`src/hdl/opu_pkg.sv`:
```
package opu_pkg;

   localparam int DW        = 32;
   localparam int FB        = 24;
   localparam int SW        = DW - 1;
   localparam int COEF_W    = FB + 1;
   localparam int CORR_W    = 31;
   localparam int CSR_W     = 31;
   localparam int CSR_IDX_W = 3;
   localparam int MODE_W    = 3;
   localparam int SV_W      = 41;
   localparam int MAG_W     = 39;
   localparam int ROOT_W    = 28;
   localparam int REM_W     = ROOT_W + 3;
   localparam int RAD_W     = 2 * ROOT_W;
   localparam int QUO_W     = DW + FB;
   localparam int DEN_W     = ROOT_W + 1;
   localparam int QC_W      = DW + 2;

   typedef logic signed [SV_W-1:0] sval_type;

   typedef enum logic [MODE_W-1:0] {
      MODE_SGD      = 3'd0,
      MODE_MOMENTUM = 3'd1,
      MODE_ADAGRAD  = 3'd2,
      MODE_RMSPROP  = 3'd3,
      MODE_ADAM     = 3'd4
   } mode_type;

   typedef enum logic [CSR_IDX_W-1:0] {
      REG_MODE         = 3'd0,
      REG_LEARN_RATE   = 3'd1,
      REG_DECAY_FIRST  = 3'd2,
      REG_DECAY_SECOND = 3'd3,
      REG_EPSILON      = 3'd4,
      REG_FIRST_CORR   = 3'd5,
      REG_SECOND_CORR  = 3'd6
   } reg_index_type;

   localparam logic [COEF_W-1:0] FX_ONE     = COEF_W'(1) << FB;
   localparam logic [COEF_W-1:0] LR_RESET   = COEF_W'(167772);
   localparam logic [CORR_W-1:0] CORR_RESET = CORR_W'(1) << FB;
   localparam sval_type SMAX = $signed(SV_W'((64'd1 << (DW - 1)) - 64'd1));
   localparam sval_type SMIN = ~SMAX;
   localparam logic [QC_W-1:0] QC_MAX = QC_W'(1) << (QC_W - 1);

   function automatic logic [DW-1:0] mag32(input logic signed [DW-1:0] a);
      logic [DW-1:0] r;
      r = a[DW-1] ? DW'(-a) : DW'(a);
      return r;
   endfunction

   // rounded product, half away from zero
   function automatic sval_type fx_mul(input logic [MAG_W-1:0] am, input logic [DW-1:0] bm,
                                       input logic neg);
      logic [MAG_W+DW-1:0] prod;
      logic [MAG_W+DW-1:0] rnd;
      sval_type mag;
      prod = am * bm;
      rnd  = (prod + ((MAG_W + DW)'(1) << (FB - 1))) >> FB;
      mag  = $signed(SV_W'(rnd[SV_W-2:0]));
      return neg ? -mag : mag;
   endfunction

   function automatic logic signed [DW-1:0] sat_s(input sval_type x);
      logic signed [DW-1:0] r;
      if (x > SMAX) begin
         r = SMAX[DW-1:0];
      end else if (x < SMIN) begin
         r = SMIN[DW-1:0];
      end else begin
         r = x[DW-1:0];
      end
      return r;
   endfunction

   function automatic logic [SW-1:0] sat_u(input sval_type x);
      logic [SW-1:0] r;
      if (x > SMAX) begin
         r = SMAX[SW-1:0];
      end else if (x < 0) begin
         r = '0;
      end else begin
         r = x[SW-1:0];
      end
      return r;
   endfunction

endpackage

```
`src/hdl/opu_root.sv`:
```
module opu_root #(
   parameter int SIDE_W = 8
) (
   input  logic                        clock,
   input  logic                        reset,
   input  logic                        en,
   input  logic                        in_vld,
   input  logic [opu_pkg::SW-1:0]      in_value,
   input  logic [SIDE_W-1:0]           in_side,
   output logic                        out_vld,
   output logic [opu_pkg::ROOT_W-1:0]  out_root,
   output logic [SIDE_W-1:0]           out_side
);
   import opu_pkg::*;

   localparam int N = ROOT_W;

   logic              vld_ff  [N];
   logic              vld_in  [N];
   logic [REM_W-1:0]  rem_ff  [N];
   logic [REM_W-1:0]  rem_in  [N];
   logic [ROOT_W-1:0] rt_ff   [N];
   logic [ROOT_W-1:0] rt_in   [N];
   logic [RAD_W-1:0]  rad_ff  [N];
   logic [RAD_W-1:0]  rad_in  [N];
   logic [SIDE_W-1:0] side_ff [N];
   logic [SIDE_W-1:0] side_in [N];

   // one root bit per stage, two radicand bits consumed
   always_comb begin
      logic [REM_W-1:0]  prem;
      logic [ROOT_W-1:0] prt;
      logic [RAD_W-1:0]  prad;
      logic [REM_W-1:0]  rem_sh;
      logic [REM_W-1:0]  trial;
      logic              take;
      for (int k = 0; k < N; k++) begin
         if (k == 0) begin
            vld_in[k]  = in_vld;
            side_in[k] = in_side;
            prem       = '0;
            prt        = '0;
            prad       = RAD_W'({in_value, {FB{1'b0}}});
         end else begin
            vld_in[k]  = vld_ff[k-1];
            side_in[k] = side_ff[k-1];
            prem       = rem_ff[k-1];
            prt        = rt_ff[k-1];
            prad       = rad_ff[k-1];
         end
         rem_sh    = {prem[REM_W-3:0], prad[RAD_W-1 -: 2]};
         trial     = REM_W'({prt, 2'b01});
         take      = (rem_sh >= trial);
         rem_in[k] = take ? (rem_sh - trial) : rem_sh;
         rt_in[k]  = {prt[ROOT_W-2:0], take};
         rad_in[k] = {prad[RAD_W-3:0], 2'b00};
      end
   end

   always_ff @(posedge clock) begin
      for (int k = 0; k < N; k++) begin
         if (reset) begin
            vld_ff[k] <= 1'b0;
         end else if (en) begin
            vld_ff[k] <= vld_in[k];
         end
      end
   end

   always_ff @(posedge clock) begin
      if (en) begin
         for (int k = 0; k < N; k++) begin
            rem_ff[k]  <= rem_in[k];
            rt_ff[k]   <= rt_in[k];
            rad_ff[k]  <= rad_in[k];
            side_ff[k] <= side_in[k];
         end
      end
   end

   assign out_vld  = vld_ff[N-1];
   assign out_root = rt_ff[N-1];
   assign out_side = side_ff[N-1];

endmodule

```
`config.mk`:
```
export PLATFORM = sky130hd
export DESIGN_NAME = opu_root
export DESIGN_NICKNAME = d
export VERILOG_FILES = /design/src/hdl/opu_pkg.sv /design/src/hdl/opu_root.sv
export SDC_FILE = /design/constraint.sdc
export NUM_CORES = 2
export LEC_CHECK = 0
export BUFFER_PORTS_ARGS = -buffer_cell sky130_fd_sc_hd__buf_4
export CORE_ASPECT_RATIO = 0.9
export CORE_UTILIZATION = 64
export CTS_BUF_LIST = sky130_fd_sc_hd__clkbuf_16
export CTS_CLUSTER_SIZE = 8
export DETAILED_ROUTE_END_ITERATION = 6
export PLACE_DENSITY = 0.78
export SLEW_MARGIN = 10
export SYNTH_ARGS = -nofsm -noshare
export SYNTH_HDL_FRONTEND = slang
export SYNTH_SLANG_ARGS = --single-unit
```
`constraint.sdc`:
```
create_clock -name clock -period 4.8 [get_ports clock]
set_input_delay 0.72 -clock clock [delete_from_list [all_inputs] [get_ports clock]]
set_output_delay 0.72 -clock clock [all_outputs]
set_load 0.05 [all_outputs]
```
=== Yosys cells after proc, flatten, opt, wreduce, memory -nomap -nowiden ===
Memory sizes are Yosys's and may differ from the RTL's.
Index checks and enable logic that the tools add are counted.

* Register bits: 0
* Bits in writable memories: 3416
* Output and inout bits: 37
* Memories: 5

{| class="wikitable"
|+ Memory list
! memory !! words !! bits a word !! read ports !! clocked after Yosys merged registers in !! wr ports !! RTL line !! text
|-
| rad_ff || 28 || 54 || 27 || 0 || 28 || opu_root.sv:24 || <nowiki>logic [RAD_W-1:0] rad_ff [N];</nowiki>
|-
| rem_ff || 28 || 31 || 27 || 0 || 28 || opu_root.sv:20 || <nowiki>logic [REM_W-1:0] rem_ff [N];</nowiki>
|-
| rt_ff || 28 || 28 || 28 || 0 || 28 || opu_root.sv:22 || <nowiki>logic [ROOT_W-1:0] rt_ff [N];</nowiki>
|-
| side_ff || 28 || 8 || 28 || 0 || 28 || opu_root.sv:26 || <nowiki>logic [SIDE_W-1:0] side_ff [N];</nowiki>
|-
| vld_ff || 28 || 1 || 28 || 0 || 28 || opu_root.sv:18 || <nowiki>logic vld_ff [N];</nowiki>
|}

* $add $sub $neg: 28
* $lt $le $gt $ge: 28
* Muxes and demuxes: 62
* Bitwise gates (word level): 28

{| class="wikitable"
|+ Operator list
! kind !! number
|-
| $mux 31 || 28
|-
| $ge 31x30->1 || 27
|-
| $sub 31x30->31 || 27
|-
| $mux 1 || 34
|-
| $or 1x1->1 || 28
|-
| $sub 1x1->2 const B || 1
|-
| $ge 1x1->1 const B || 1
|}

=== Depth between registers and ports, before layout ===
* Depth in word-level cells: 4
* Gate-level depth with buffers: 14

=== Worst setup path before layout ===
OpenSTA, ideal clock, no wires.

* Path type: flip-flop to flip-flop
* Start point: mem rem_ff[0][168] in the netlist's numbering
* End point: mem rem_ff[0][212] in the netlist's numbering, data pin
* Library setup time: 0.271 ns
* Data arrival time: 3.276 ns
* Data required time: 4.529 ns
* Setup slack: 1.253 ns
* Stages on the path, launching flop included: 10
* Path buffers: 1
* Clock period less this slack: 3.547 ns
* Path through: edfxtp_1 -> or4_1 -> or3_1 -> or4b_1 -> or3_1 -> a211o_1 -> nor3_4 -> buf_2 -> nor4_1 -> xor2_1

{| class="wikitable"
|+ RTL lines
! what !! RTL line
|-
| start: declaration || opu_root.sv:20
|}

==> impl_metrics.csv <==
group,metric,value,unit
synth,synth-edff-count,1624,
finish,area_growth,10.5,%
global_routing,first_global_vias,47200,
critical_path,crit_fanout,16,
clock_tree,cts_tree,"yes",
synth,async_flop_share,0,%
placement,gp_congestion,0.915,
finish,drive_gt1_share,7.74,%
floorplanning,core-area,0.122,sq mm
global_routing,grt_max_degree,155,
synth,synth_ff_type,"edfxtp_1",
timing,rsz0062_at_grt,"false",
floorplanning,die_area,0.125,sq mm
run,maxCapViolations,0,
floorplanning,die_w,372,um
floorplanning,io_pins,80,
route,route.vias.total,48400,
outcome,status,"finished clean",
route,viasPerCell,5.95,
synth,synth_compound_area_share,10.1,%
clock_tree,clk_pin_slew,0.05,ns
route,wl_per_cell,18.3,um
synth,syn-num-nets,6780,
synth,synthSimpleGateAreaFrac,10.4,%
global_routing,grt_overflow,0,
timing,worst_pin_slew,0.983,ns
floorplanning,initial_core_util,64.9,%
critical_path,start_kind,"flop",
power_and_ir_drop,leakage,33.8,nW
placement,port_buffers,79,
synth,yosys_warnings,0,
timing,clock_skew,0.0484,ns
synth,synth.avg_cell_area,12.5,sq um
placement,hpwl,104000,um
clock_tree,cts_max_path_buffers,3,
critical_path,crit_arrival,4.72,ns
timing,timing.final.crit_period,4.17,ns
synth,synth-adder-area-share,6.79,%
synth,synth_top_family_by_area,"simple AND/OR/NAND/NOR gates",
global_routing,track_usage,23.9,%
timing,setup_tns,0,ns
route,dr.pass1.iters,6,
route,initialDrtViolationCount,4087,
route,detail-route-antenna-nets,0,
timing,finalSetupViolCount,0,
synth,yosys_register_bits,1624,
route,drc,0,
clock_tree,clock_latency,0.82,ns
clock_tree,cts_root_buf,"clkbuf_16",
clock_tree,numCtsBuffers,221,
clock_tree,cts_sinks,1624,
power_and_ir_drop,powerDensity,467,mW/mm^2
finish,n_antenna_cell,0,
global_routing,antenna_found_initial,1,
synth,synth-xor-area-share,6.31,%
finish,fillCellCount,8109,
synth,synthDistinctLibCells,80,
global_routing,grt_pass1_wl,240000,um
timing,slew_violations,0,
synth,ys_seq_area_share,61.7,%
clock_tree,hold_buffers,0,
critical_path,end_kind,"flop",
timing,finalHoldWorstSlack,0.0810,ns
critical_path,required,5.35,ns
floorplanning,die_h,335,um
timing,fmax,240,MHz
finish,nets,6977,
floorplanning,fp-row-count,121,
timing,timing.final.hold_violations,0,
clock_tree,ctsResizeCount,0,
min_path,hold_class,"in2reg",
synth,synth.mux.area_fraction,1.35,%
power_and_ir_drop,vdd_drop_max,361,uV
timing,min_period_over_period,86.9,%
clock_tree,h-tree-depth,4,
critical_path,critical_path_class,"reg2reg",
clock_tree,post_cts.repair.setup_buffers,0,
route,drt-total-wl,149000,um
timing,slew_headroom,33.9,%
synth,syn_area,0.0790,sq mm
synth,synthCells,6315,
final timing paths:
path	startpoint	to	cells after the start	slack (ns)
max	rem_ff[0][168]	rem_ff[0][197]	10	0.63
min	in_value[27]	rad_ff[0][51]	1	0.08
max reg2reg	rem_ff[0][168]	rem_ff[0][197]	10	0.63
min reg2reg	side_ff[0][28]	side_ff[0][36]	0	0.40
Yosys cell counts, drive strengths merged (11+ instances only):
master,count,area [sq um]
a2111oi,13,114
a211o,12,105
a211oi,33,248
a21boi,16,120
a21o,156,1170
a21oi,379,1900
a31oi,33,206
and2,46,288
and3,39,244
buf,46,310
clkbuf,104,390
edfxtp,1624,48800
fa,11,220
ha,411,5140
inv,518,1940
mux2,87,980
nand2,419,1570
nand2b,88,551
nand3,89,445
nand3b,21,158
nand4,56,350
nor2,401,1510
nor2b,64,400
nor3,163,832
nor3b,12,90.1
nor4,93,582
o2111ai,13,114
o211ai,24,180
o21a,86,646
o21ai,324,1620
o21bai,31,233
o31a,13,114
o31ai,47,353
o41ai,15,131
or2,32,200
or3,68,425
or4,33,248
xnor2,309,2710
xor2,260,2280
stage by stage:
stage	util (%)	worst slack, ns	instance area (sq um)	std cells	total power, W
global placement	66.9	0.797	81400	7888	0.0270
detailed placement	66.9	0.676	81400	7888	0.0273
CTS	71.7	0.629	87300	8124	0.0409
floorplan	-	1.25	79000	6315	0.0250
finish	71.7	0.630	87300	8124	0.0407
global route	71.7	0.349	87300	8124	0.0426
state kept, by name (all words and copies together) (netlist names):
signal and count:
rad_ff 240, rem_ff 726, rt_ff 406, side_ff 224, vld_ff 28
placed cells by master (no fill, tap or decap), types with 15 or more instances in the layout:
cell type and count:
edfxtp_1 1624, inv_1 518, nand2_1 419, ha_1 411, nor2_1 400, a21oi_1 377
o21ai_0 324, xnor2_1 309, xor2_1 260, clkbuf_16 222, nor3_1 161, a21o_1 156
buf_4 113, nor4_1 91, nand3_1 89, nand2b_1 88, mux2_2 87, o21a_1 86
or3_1 68, nor2b_1 64, nand4_1 56, o31ai_1 47, and2_1 46, and3_1 39
or4_1 33, or2_2 32, a211oi_1 32, a31oi_1 32, o21bai_1 31, o211ai_1 24
nand3b_1 21, a21boi_0 15, o41ai_1 15
per-layer routing:
layer / routed length, um / global-route usage [%]
met1: 69600 / 34.8
met2: 68000 / 37.3
met3: 8180 / 3.99
met4: 2930 / 6.80
met5: 13 / 0
power by group:
part           internal (W)  switching (W)  leakage (nW)  total, W
registers            0.0180        0.00116          15.5    0.0191
clock network       0.00808        0.00544          2.86    0.0135
logic               0.00350        0.00454          15.5   0.00804
worst max-delay path, cell delays in order, from the launching register on:
cell	delay, ns
edfxtp_1	0.43
or4_1	0.62
or3_1	0.43
or4b_1	0.52
or3_1	0.37
a211o_1	0.34
nor3_4	0.63
inv_2	0.23
nand2_1	0.14
nor4_1	0.06
xor2_1	0.14
cell type report:
class	count	area (sq um)	area share, %
clock buffers	222	5560	6.37
clock inverters	14	272	0.311
inverters	522	1960	2.25
multi-input cells	4019	27600	31.7
flip-flops and latches	1624	48800	55.9
well taps	1599	2000	2.29
repair buffers	124	1080	1.23
logic make-up (layout without fill, tap and decap cells):
kind of cell    after synthesis  after routing
compound gates             1273           1273
fa+ha+maj                   422            422
mux                          96             96
xor+xnor                    569            569
flops                      1624           1624
other cells                   1              1
simple gates               1658           1658
buf+inv                     672            882
No activity file was read; power rests on OpenSTA's default activity.
